$ cat src/assert_macros.svh
// assertion macros shared by the datetime core
// every macro expects signals named clock and reset in the module that uses it
`ifndef ASSERT_MACROS_SVH
`define ASSERT_MACROS_SVH

// plain property, checked on every rising edge outside reset
`define EPCD_ASSERT(label, prop, msg) \
   label: assert property (@(posedge clock) disable iff (reset) prop) \
      else $error(msg);

// same-cycle implication
`define EPCD_ASSERT_IMPL(label, ante, cons, msg) \
   label: assert property (@(posedge clock) disable iff (reset) (ante) |-> (cons)) \
      else $error(msg);

// next-cycle implication
`define EPCD_ASSERT_NEXT(label, ante, cons, msg) \
   label: assert property (@(posedge clock) disable iff (reset) (ante) |=> (cons)) \
      else $error(msg);

`endif

$ cat src/epcd_pkg.sv
// shared types, constants and helpers of the epoch to calendar datetime core
// no dependencies; the design modules refer to it by scoped names
package epcd_pkg;

   // pipeline layout: stage 0 input, 1..2 day split, 3..9 date and time, 10 output
   localparam int NUM_STAGES = 11;
   localparam int OUT_STAGE  = NUM_STAGES - 1;
   localparam int TAIL_LEN   = 7;

   localparam logic [63:0] EPOCH_MAX_SECONDS = 64'd32536771199;
   localparam int SECS_PER_DAY      = 86400;
   localparam int MARCH_ZERO_SHIFT  = 719468;
   localparam int DAYS_PER_ERA      = 146097;
   localparam int YEARS_PER_ERA     = 400;
   localparam int DAYS_PER_YEAR     = 365;
   localparam int SECS_PER_HOUR     = 3600;
   localparam int SECS_PER_MIN      = 60;
   localparam int YEAR_LIMIT        = 9999;

   localparam int U_W   = 35;
   localparam int SOD_W = 17;
   localparam int Z_W   = 21;
   localparam int Q_W   = 19;
   localparam int DOE_W = 18;

   // 86400 = 675 << 7, so the low 7 bits drop before the reciprocal multiply
   localparam int DAY_PRE_SHIFT = 7;

   // reciprocal constants: m = ceil(2^s / d), s = n + clog2(d), exact for n-bit dividends
   localparam int DAY_N = U_W - DAY_PRE_SHIFT;
   localparam int DAY_D = 675;
   localparam int DAY_S = DAY_N + $clog2(DAY_D);
   localparam logic [31:0] DAY_M =
      32'(((64'd1 << DAY_S) + 64'(DAY_D) - 64'd1) / 64'(DAY_D));

   localparam int ERA_N = Z_W;
   localparam int ERA_S = ERA_N + $clog2(DAYS_PER_ERA);
   localparam logic [31:0] ERA_M =
      32'(((64'd1 << ERA_S) + 64'(DAYS_PER_ERA) - 64'd1) / 64'(DAYS_PER_ERA));

   localparam int Y4_D = 1460;
   localparam int Y4_S = DOE_W + $clog2(Y4_D);
   localparam logic [31:0] Y4_M =
      32'(((64'd1 << Y4_S) + 64'(Y4_D) - 64'd1) / 64'(Y4_D));

   localparam int CENT_D = 36524;
   localparam int CENT_S = DOE_W + $clog2(CENT_D);
   localparam logic [31:0] CENT_M =
      32'(((64'd1 << CENT_S) + 64'(CENT_D) - 64'd1) / 64'(CENT_D));

   localparam int YEAR_S = DOE_W + $clog2(DAYS_PER_YEAR);
   localparam logic [31:0] YEAR_M =
      32'(((64'd1 << YEAR_S) + 64'(DAYS_PER_YEAR) - 64'd1) / 64'(DAYS_PER_YEAR));

   localparam int C100_N = 9;
   localparam int C100_D = 100;
   localparam int C100_S = C100_N + $clog2(C100_D);
   localparam logic [31:0] C100_M =
      32'(((64'd1 << C100_S) + 64'(C100_D) - 64'd1) / 64'(C100_D));

   localparam int MON_N = 12;
   localparam int MON_D = 153;
   localparam int MON_S = MON_N + $clog2(MON_D);
   localparam logic [31:0] MON_M =
      32'(((64'd1 << MON_S) + 64'(MON_D) - 64'd1) / 64'(MON_D));

   localparam int HOUR_S = SOD_W + $clog2(SECS_PER_HOUR);
   localparam logic [31:0] HOUR_M =
      32'(((64'd1 << HOUR_S) + 64'(SECS_PER_HOUR) - 64'd1) / 64'(SECS_PER_HOUR));

   localparam int MIN_N = 12;
   localparam int MIN_S = MIN_N + $clog2(SECS_PER_MIN);
   localparam logic [31:0] MIN_M =
      32'(((64'd1 << MIN_S) + 64'(SECS_PER_MIN) - 64'd1) / 64'(SECS_PER_MIN));

   typedef enum logic [1:0] {
      STATUS_OK    = 2'd0,
      STATUS_NULL  = 2'd1,
      STATUS_RANGE = 2'd2
   } status_type;

   typedef struct packed {
      logic [3:0] era;
      logic [8:0] yoe;
      logic [8:0] doy;
      logic [3:0] mp;
   } civil_type;

   typedef struct packed {
      logic [4:0] hour;
      logic [5:0] minute;
      logic [5:0] second;
   } tod_type;

   // floor(n / d) through the reciprocal pair of d
   function automatic logic [31:0] div_by_const(input logic [31:0] n,
                                                input logic [31:0] mult,
                                                input int shift);
      logic [63:0] prod;
      prod = 64'(n) * 64'(mult);
      return 32'(prod >> shift);
   endfunction

   // first day of march-based month mp, i.e. (153 * mp + 2) / 5
   function automatic logic [8:0] month_start(input logic [3:0] mp);
      logic [8:0] r;
      case (mp)
         4'd0:    r = 9'd0;
         4'd1:    r = 9'd31;
         4'd2:    r = 9'd61;
         4'd3:    r = 9'd92;
         4'd4:    r = 9'd122;
         4'd5:    r = 9'd153;
         4'd6:    r = 9'd184;
         4'd7:    r = 9'd214;
         4'd8:    r = 9'd245;
         4'd9:    r = 9'd275;
         4'd10:   r = 9'd306;
         4'd11:   r = 9'd337;
         4'd12:   r = 9'd367;
         4'd13:   r = 9'd398;
         4'd14:   r = 9'd428;
         4'd15:   r = 9'd459;
         default: r = 9'd0;
      endcase
      return r;
   endfunction

endpackage

$ cat src/epoch_to_calendar_datetime_core.sv
// Converts signed unix seconds plus a null flag into local calendar date and time.
// One word enters per clock while the pipeline is not stalled, and its result leaves through an
// 11-stage pipeline (input stage, two day-split stages, seven date and time stages,
// output register); each stage holds only while the stage after it is full and
// stalled, so bubbles are squeezed out and input stays ready behind a waiting
// result. The constant divides are reciprocal multiplies or shifts. The
// time-zone offset is sampled when a word enters; write it only while idle.
// Depends on epcd_pkg, epcd_day_split, epcd_tod, epcd_civil and assert_macros.svh.
module epoch_to_calendar_datetime_core (
   input  logic        clock,
   input  logic        reset,
   input  logic        csr_wr_en,
   input  logic [10:0] csr_wr_data,   // tz_offset_minutes, signed
   input  logic        req_tvalid,
   output logic        req_tready,
   input  logic [63:0] req_tdata,     // [63:0] epoch_seconds
   input  logic        req_tuser,     // [0] null_in
   output logic        rsp_tvalid,
   input  logic        rsp_tready,
   output logic [39:0] rsp_tdata,     // [13:0] year, [17:14] month, [22:18] day,
                                      // [27:23] hour, [33:28] minute, [39:34] second
   output logic [1:0]  rsp_tuser      // [1:0] status
);

   localparam int OS = epcd_pkg::OUT_STAGE;

   logic [10:0]                    tz_ff;
   logic [epcd_pkg::NUM_STAGES-1:0] valid_ff, valid_in, adv;
   logic                           isnull_ff [0:OS-1];
   logic                           isnull_in;
   logic [epcd_pkg::U_W-1:0]       u_ff, u_in;
   logic [17:0]                    tz_secs;
   logic [epcd_pkg::SOD_W-1:0]     sod;
   logic [epcd_pkg::Z_W-1:0]       z;
   epcd_pkg::tod_type              tod;
   epcd_pkg::civil_type            civ;
   logic [3:0]                     month;
   logic [4:0]                     day;
   logic [13:0]                    year;
   epcd_pkg::status_type           status_in, status_ff;
   logic [39:0]                    data_in, data_ff;

   // a stage may load when it is empty or the one after it is moving
   always_comb begin
      adv[OS] = !valid_ff[OS] || rsp_tready;
      for (int k = OS - 1; k >= 0; k--) begin
         adv[k] = !valid_ff[k] || adv[k + 1];
      end
      valid_in[0] = adv[0] ? req_tvalid : valid_ff[0];
      for (int k = 1; k <= OS; k++) begin
         valid_in[k] = adv[k] ? valid_ff[k - 1] : valid_ff[k];
      end
   end

   always_ff @(posedge clock) begin
      if (reset) begin
         valid_ff <= '0;
         tz_ff    <= '0;
      end else begin
         valid_ff <= valid_in;
         if (csr_wr_en) begin
            tz_ff <= csr_wr_data;
         end
      end
   end

   // input stage: range check and local seconds biased by one day
   always_comb begin
      isnull_in = req_tuser || req_tdata[63] || (req_tdata > epcd_pkg::EPOCH_MAX_SECONDS);
      tz_secs   = {{7{tz_ff[10]}}, tz_ff} * 18'd60;
      u_in      = epcd_pkg::U_W'(37'(req_tdata[epcd_pkg::U_W-1:0])
                  + {{19{tz_secs[17]}}, tz_secs}
                  + 37'(epcd_pkg::SECS_PER_DAY));
   end

   always_ff @(posedge clock) begin
      if (adv[0]) begin
         isnull_ff[0] <= isnull_in;
         u_ff         <= u_in;
      end
      for (int k = 1; k < OS; k++) begin
         if (adv[k]) begin
            isnull_ff[k] <= isnull_ff[k - 1];
         end
      end
   end

   epcd_day_split u_split (
      .clock (clock),
      .adv   (adv[2:1]),
      .u     (u_ff),
      .sod   (sod),
      .z     (z)
   );

   epcd_tod u_tod (
      .clock (clock),
      .adv   (adv[OS-1:3]),
      .sod   (sod),
      .tod   (tod)
   );

   epcd_civil u_civil (
      .clock (clock),
      .adv   (adv[OS-1:3]),
      .z     (z),
      .civ   (civ)
   );

   // output stage: month shift, day of month, year and status
   always_comb begin
      month = (civ.mp < 4'd10) ? civ.mp + 4'd3 : civ.mp - 4'd9;
      day   = 5'(civ.doy - epcd_pkg::month_start(civ.mp) + 9'd1);
      year  = 14'(civ.era) * 14'(epcd_pkg::YEARS_PER_ERA) + 14'(civ.yoe)
              + 14'(month <= 4'd2);
      data_in = '0;
      if (isnull_ff[OS-1]) begin
         status_in = epcd_pkg::STATUS_NULL;
      end else if (year > 14'(epcd_pkg::YEAR_LIMIT)) begin
         status_in = epcd_pkg::STATUS_RANGE;
      end else begin
         status_in = epcd_pkg::STATUS_OK;
         data_in   = {tod.second, tod.minute, tod.hour, day, month, year};
      end
   end

   always_ff @(posedge clock) begin
      if (adv[OS]) begin
         status_ff <= status_in;
         data_ff   <= data_in;
      end
   end

   assign req_tready = adv[0];
   assign rsp_tvalid = valid_ff[OS];
   assign rsp_tdata  = data_ff;
   assign rsp_tuser  = status_ff;

`include "assert_macros.svh"

   `EPCD_ASSERT_IMPL(a_empty_out_ready, !valid_ff[OS], req_tready, "input blocked with empty output")
   `EPCD_ASSERT_NEXT(a_accept_loads, req_tvalid && req_tready, valid_ff[0], "accepted word lost at input stage")
   `EPCD_ASSERT_IMPL(a_bad_zero, rsp_tvalid && rsp_tuser != epcd_pkg::STATUS_OK, rsp_tdata == '0, "fields not cleared on null or range status")
   `EPCD_ASSERT_IMPL(a_ok_fields, rsp_tvalid && rsp_tuser == epcd_pkg::STATUS_OK, rsp_tdata[17:14] >= 4'd1 && rsp_tdata[17:14] <= 4'd12 && rsp_tdata[22:18] != 5'd0 && rsp_tdata[27:23] <= 5'd23 && rsp_tdata[33:28] <= 6'd59 && rsp_tdata[39:34] <= 6'd59, "date or time field out of range")

endmodule

$ cat src/epcd_day_split.sv
// splits biased local seconds into a day number and seconds of day
// depends on epcd_pkg; two pipeline stages
module epcd_day_split (
   input  logic                        clock,
   input  logic [1:0]                  adv,
   input  logic [epcd_pkg::U_W-1:0]    u,
   output logic [epcd_pkg::SOD_W-1:0]  sod,
   output logic [epcd_pkg::Z_W-1:0]    z
);

   logic [epcd_pkg::Q_W-1:0]   q_ff, q_in;
   logic [epcd_pkg::U_W-1:0]   u1_ff;
   logic [epcd_pkg::SOD_W-1:0] sod_ff, sod_in;
   logic [epcd_pkg::Z_W-1:0]   z_ff, z_in;

   // u carries one extra day so it stays positive; q is days + 1
   always_comb begin
      q_in = epcd_pkg::Q_W'(epcd_pkg::div_by_const(
                32'(u[epcd_pkg::U_W-1:epcd_pkg::DAY_PRE_SHIFT]),
                epcd_pkg::DAY_M, epcd_pkg::DAY_S));
      sod_in = epcd_pkg::SOD_W'(u1_ff -
                epcd_pkg::U_W'(q_ff) * epcd_pkg::U_W'(epcd_pkg::SECS_PER_DAY));
      // days + 719468 with the extra day taken back
      z_in = epcd_pkg::Z_W'(q_ff) + epcd_pkg::Z_W'(epcd_pkg::MARCH_ZERO_SHIFT - 1);
   end

   always_ff @(posedge clock) begin
      if (adv[0]) begin
         q_ff  <= q_in;
         u1_ff <= u;
      end
      if (adv[1]) begin
         sod_ff <= sod_in;
         z_ff   <= z_in;
      end
   end

   assign sod = sod_ff;
   assign z   = z_ff;

endmodule

$ cat src/epcd_tod.sv
// seconds of day to hour, minute and second, delayed to line up with the date path
// depends on epcd_pkg; seven pipeline stages
module epcd_tod (
   input  logic                                clock,
   input  logic [epcd_pkg::TAIL_LEN-1:0]       adv,
   input  logic [epcd_pkg::SOD_W-1:0]          sod,
   output epcd_pkg::tod_type                   tod
);

   logic [epcd_pkg::SOD_W-1:0] sod_ff;
   logic [4:0]                 hour_ff, hour_in, hour2_ff, hour3_ff;
   logic [11:0]                rem_ff, rem_in, rem2_ff;
   logic [5:0]                 minute_ff, minute_in;
   epcd_pkg::tod_type          tod_ff, tod_in;
   epcd_pkg::tod_type          dly_ff [0:2];

   always_comb begin
      hour_in   = 5'(epcd_pkg::div_by_const(32'(sod), epcd_pkg::HOUR_M,
                                            epcd_pkg::HOUR_S));
      rem_in    = 12'(sod_ff - epcd_pkg::SOD_W'(hour_ff) *
                              epcd_pkg::SOD_W'(epcd_pkg::SECS_PER_HOUR));
      minute_in = 6'(epcd_pkg::div_by_const(32'(rem_ff), epcd_pkg::MIN_M,
                                            epcd_pkg::MIN_S));
      tod_in.hour   = hour3_ff;
      tod_in.minute = minute_ff;
      tod_in.second = 6'(rem2_ff - 12'(minute_ff) * 12'(epcd_pkg::SECS_PER_MIN));
   end

   always_ff @(posedge clock) begin
      if (adv[0]) begin
         hour_ff <= hour_in;
         sod_ff  <= sod;
      end
      if (adv[1]) begin
         rem_ff   <= rem_in;
         hour2_ff <= hour_ff;
      end
      if (adv[2]) begin
         minute_ff <= minute_in;
         rem2_ff   <= rem_ff;
         hour3_ff  <= hour2_ff;
      end
      if (adv[3]) begin
         tod_ff <= tod_in;
      end
      if (adv[4]) begin
         dly_ff[0] <= tod_ff;
      end
      if (adv[5]) begin
         dly_ff[1] <= dly_ff[0];
      end
      if (adv[6]) begin
         dly_ff[2] <= dly_ff[1];
      end
   end

   assign tod = dly_ff[2];

endmodule

$ cat src/epcd_civil.sv
// shifted day number to era, year of era, day of year and march-based month
// depends on epcd_pkg; seven pipeline stages
module epcd_civil (
   input  logic                           clock,
   input  logic [epcd_pkg::TAIL_LEN-1:0]  adv,
   input  logic [epcd_pkg::Z_W-1:0]       z,
   output epcd_pkg::civil_type            civ
);

   localparam int EW = epcd_pkg::DOE_W + 7;

   logic [3:0]                 era_ff [0:6];
   logic [3:0]                 era_in;
   logic [epcd_pkg::Z_W-1:0]   z_ff;
   logic [epcd_pkg::DOE_W-1:0] doe_ff [1:4];
   logic [epcd_pkg::DOE_W-1:0] doe_in, t_ff, t_in;
   logic [6:0]                 q4y_ff, q4y_in;
   logic [2:0]                 cent_ff, cent_in;
   logic                       last_ff, last_in;
   logic [8:0]                 yoe_ff [4:6];
   logic [8:0]                 yoe_in;
   logic [8:0]                 doy_ff, doy_in, doy2_ff;
   logic [3:0]                 mp_ff, mp_in;
   logic [epcd_pkg::DOE_W-1:0] yday;

   always_comb begin
      era_in  = 4'(epcd_pkg::div_by_const(32'(z), epcd_pkg::ERA_M, epcd_pkg::ERA_S));
      doe_in  = epcd_pkg::DOE_W'(EW'(z_ff) - EW'(era_ff[0]) * EW'(epcd_pkg::DAYS_PER_ERA));
      q4y_in  = 7'(epcd_pkg::div_by_const(32'(doe_ff[1]), epcd_pkg::Y4_M,
                                          epcd_pkg::Y4_S));
      cent_in = 3'(epcd_pkg::div_by_const(32'(doe_ff[1]), epcd_pkg::CENT_M,
                                          epcd_pkg::CENT_S));
      // only the last day of an era reaches 146096
      last_in = (doe_ff[1] == epcd_pkg::DOE_W'(epcd_pkg::DAYS_PER_ERA - 1));
      t_in    = doe_ff[2] - epcd_pkg::DOE_W'(q4y_ff) + epcd_pkg::DOE_W'(cent_ff)
                - epcd_pkg::DOE_W'(last_ff);
      yoe_in  = 9'(epcd_pkg::div_by_const(32'(t_ff), epcd_pkg::YEAR_M, epcd_pkg::YEAR_S));
      // 365 * yoe + yoe / 4 - yoe / 100
      yday    = epcd_pkg::DOE_W'(yoe_ff[4]) * epcd_pkg::DOE_W'(epcd_pkg::DAYS_PER_YEAR)
                + epcd_pkg::DOE_W'(yoe_ff[4][8:2])
                - epcd_pkg::DOE_W'(epcd_pkg::div_by_const(32'(yoe_ff[4]),
                                   epcd_pkg::C100_M, epcd_pkg::C100_S));
      doy_in  = 9'(doe_ff[4] - yday);
      mp_in   = 4'(epcd_pkg::div_by_const(32'(12'(doy_ff) * 12'd5 + 12'd2),
                                          epcd_pkg::MON_M, epcd_pkg::MON_S));
   end

   always_ff @(posedge clock) begin
      if (adv[0]) begin
         era_ff[0] <= era_in;
         z_ff      <= z;
      end
      if (adv[1]) begin
         era_ff[1] <= era_ff[0];
         doe_ff[1] <= doe_in;
      end
      if (adv[2]) begin
         era_ff[2] <= era_ff[1];
         doe_ff[2] <= doe_ff[1];
         q4y_ff    <= q4y_in;
         cent_ff   <= cent_in;
         last_ff   <= last_in;
      end
      if (adv[3]) begin
         era_ff[3] <= era_ff[2];
         doe_ff[3] <= doe_ff[2];
         t_ff      <= t_in;
      end
      if (adv[4]) begin
         era_ff[4] <= era_ff[3];
         doe_ff[4] <= doe_ff[3];
         yoe_ff[4] <= yoe_in;
      end
      if (adv[5]) begin
         era_ff[5] <= era_ff[4];
         yoe_ff[5] <= yoe_ff[4];
         doy_ff    <= doy_in;
      end
      if (adv[6]) begin
         era_ff[6] <= era_ff[5];
         yoe_ff[6] <= yoe_ff[5];
         doy2_ff   <= doy_ff;
         mp_ff     <= mp_in;
      end
   end

   always_comb begin
      civ.era = era_ff[6];
      civ.yoe = yoe_ff[6];
      civ.doy = doy2_ff;
      civ.mp  = mp_ff;
   end

endmodule
$ cat config.mk
export PLATFORM = sky130hd
export DESIGN_NAME = epoch_to_calendar_datetime_core
export DESIGN_NICKNAME = d
export VERILOG_FILES = /design/src/epcd_pkg.sv /design/src/epoch_to_calendar_datetime_core.sv /design/src/epcd_day_split.sv /design/src/epcd_tod.sv /design/src/epcd_civil.sv
export VERILOG_INCLUDE_DIRS = /design/src /design/src/src
export SDC_FILE = /design/constraint.sdc
export NUM_CORES = 2
export LEC_CHECK = 0
export BUFFER_PORTS_ARGS = -buffer_cell sky130_fd_sc_hd__buf_2
export CAP_MARGIN = 15
export CORE_UTILIZATION = 55
export CTS_BUF_LIST = sky130_fd_sc_hd__clkbuf_16
export DETAILED_ROUTE_END_ITERATION = 6
export PLACE_DENSITY = 0.85
export SETUP_SLACK_MARGIN = 0.1
export SLEW_MARGIN = 20
export SYNTH_ARGS = -nofsm -noshare
export SYNTH_HDL_FRONTEND = slang
export SYNTH_SLANG_ARGS = --single-unit
$ cat constraint.sdc
create_clock -name clock -period 9.3 [get_ports clock]
set_clock_uncertainty 0.1 [all_clocks]
set_input_delay 1.86 -clock clock [delete_from_list [all_inputs] [get_ports clock]]
set_output_delay 1.86 -clock clock [all_outputs]
set_load 0.1 [all_outputs]
==> impl_metrics.ini <==
[setup_path]
crit_arrival_ns = 8.51
path_buf_inv = 3
cp-end-kind = register
path_class = register to register
cp_slowest_stage_delay_ns = 0.50
worstPathMaxFanout = 6
start_kind = register
slowest_stage = fa_1
worst_path_most_repeated_cell = ha_1
crit_required_ns = 9.72
r2r_slack_ns = 1.20
crit_family = adder cells

[timing]
final_hold_viol_count = 0
min_period_ns = 8.10
drv_slew = 0
grt_setup_unrepaired = no
finalCritPeriodShare_pct = 87.1
slew_headroom_pct = 27.2
final-setup-viol-count = 0
worst_slew_pin_slew_ns = 1.09
max_freq_mhz = 124
timing.setup.tns_ns = 0

[route]
drc = 0
drt_iter0_markers = 2189
viasPerCell = 5.40
via_count = 41520
drt_wl_total_um = 143000
firstDrtPassIters = 5
routedWlPerCell_um = 18.6
antenna_left = 0

[place]
dp_hpwl_um = 120000
port_buffers = 124
place_congestion = 1.00

[cts]
cts_buffer_depth = 3
cts.clk_slew.worst_paths_ns = 0.06
numClockSinks = 481
cts_setup_buffers = 0
cts.repair.resized = 0
cts_hold_buf = 0
clockRootBuffer = clkbuf_16
cts_max_level = 2
cts_tree = yes
cts_buffers = 50
clk_latency_ns = 0.64

[yosys]
synth_seq_cells = 481
synth_fp_nets = 8351
async_flop_share_pct = 0
postSynthCellCount = 5853
syn_area_per_cell_um2 = 11.3
synth_top_area_share_pct = 29.1
synth.area.top_cells = ha_1 (29%), fa_1 (27%), edfxtp_1 (21%)
ys.warnings.count = 0
synthFlopType = edfxtp_1
synth_area_um2 = 65900
seq_area_frac_synth_pct = 21.5
synth_edf_count = 454
synth_cell_types = 70
synth_area_leader_cell = ha_1

[grt]
grt_pass1_wl_um = 234000
antenna_found_initial = 0
grt_pass1_vias = 45619
grt.overflow.total = 0
grt_max_degree = 52
grt_util_all_layers_pct = 24.4

[cells_and_area]
layout_commonest_cell = inv_1
layout-drive-gt1-share_pct = 4.26
multi_input_area_um2 = 45900
area_growth_pct = 6.87
n_antenna_cell = 0
final_cell_mix = inv_1 (1553), ha_1 (1533), fa_1 (884), edfxtp_1 (454), xnor2_1 (196)
seq_area_um2 = 14200
fillCellCount = 8982
num-nets-final = 8541

[min_path]
min_path_type = register to register

[die]
io_pins = 125
initial_utilization_pct = 55.7
core_area_um2 = 118000
die-area_um2 = 121000
core.rowCount = 126
die_w_um = 348
die-height_um = 348

[run]
maxCapViolCount = 0

[outcome]
status = complete, no violations
logic make-up (layout without fill, tap and decap cells):
logic type,Yosys count,in the layout,synth area share [%]
flops,481,481,21.5
buf+inv,1558,1790,8.87
xor+xnor,264,264,3.51
fa+ha+maj,2417,2417,55.9
mux,16,16,0.243
simple gates,529,529,3.99
compound gates,588,588,5.94
registers in the layout, summed over array words and instances, names as in the netlist, 19 cells and up, named ones only:
name and cells:
u_ff 35, u_civil.yoe_ff 27, u_tod.dly_ff 51, u_civil.doe_ff 54, u_split.q_ff 19, rsp_tdata 40, u_civil.era_ff 28, u_split.z 21
Yosys cell counts (7+ instances only):
| cell type | count |
|---|---|
| inv_1 | 1547 |
| ha_1 | 1533 |
| fa_1 | 884 |
| edfxtp_1 | 454 |
| xnor2_1 | 196 |
| a21oi_1 | 175 |
| nor2_1 | 156 |
| nand2_1 | 104 |
| a21o_1 | 92 |
| o21ai_0 | 88 |
| xor2_1 | 68 |
| o21a_1 | 48 |
| nand3_1 | 41 |
| and2_1 | 34 |
| nor3_1 | 33 |
| nand4_1 | 30 |
| o21bai_1 | 29 |
| dfxtp_1 | 27 |
| nor2b_1 | 23 |
| and3_1 | 22 |
| nand2b_1 | 20 |
| o211ai_1 | 20 |
| nor4_1 | 18 |
| a211oi_1 | 16 |
| mux2i_1 | 16 |
| and4_1 | 12 |
| o31ai_1 | 12 |
| a31oi_1 | 11 |
| or2_2 | 10 |
| clkbuf_1 | 9 |
| or3_1 | 9 |
| a2111oi_0 | 8 |
| a21boi_0 | 8 |
| a211o_1 | 7 |
| a41o_1 | 7 |
| o2111ai_1 | 7 |
| o21ai_1 | 7 |
final timing paths:
path,startpoint,endpoint,cells past startpoint
setup / recovery,u_civil.doy_ff[1]$_DFFE_PP_,register,30
hold / removal,u_tod.tod_ff[8]$_DFFE_PP_,u_tod.dly_ff[0][8]$_DFFE_PP_,0
setup reg to reg,u_civil.doy_ff[1]$_DFFE_PP_,register,30
hold reg to reg,u_tod.tod_ff[8]$_DFFE_PP_,u_tod.dly_ff[0][8]$_DFFE_PP_,0
metrics by stage:
step                cells  cell area, um2  util (%)  hold WS [ns]  setup WS (ns)
global placement     7591           68700      58.0         0.300           1.30
detailed placement   7591           68700      58.0         0.305           1.24
finish               7685           70400      59.5         0.298           1.20
floorplan            5853           65900         -         0.300          0.178
global route         7685           70400      59.5         0.306          0.626
CTS                  7685           70400      59.5         0.297           1.21
layout make-up:
class | count | share of cell area (%)
clock buffers | 50 | 1.78
clock inverters | 44 | 0.664
inverters | 1547 | 8.24
multi-input cells | 3814 | 65.2
flip-flops and latches | 481 | 20.1
well taps | 1600 | 2.84
repair buffers | 149 | 1.15
layer usage:
layer  vias up  part of all wire, %  GRT usage [%]
met5         -                    0              0
met2      1160                   51           44.2
li1      19464                    -              -
met4         0                  3.6           8.24
met1     20585                   40           29.8
met3       311                  5.1           2.93
Power is left out: the tool's default activity adds up to more than one toggle a clock period on the data nets, which glitch-free logic cannot reach.
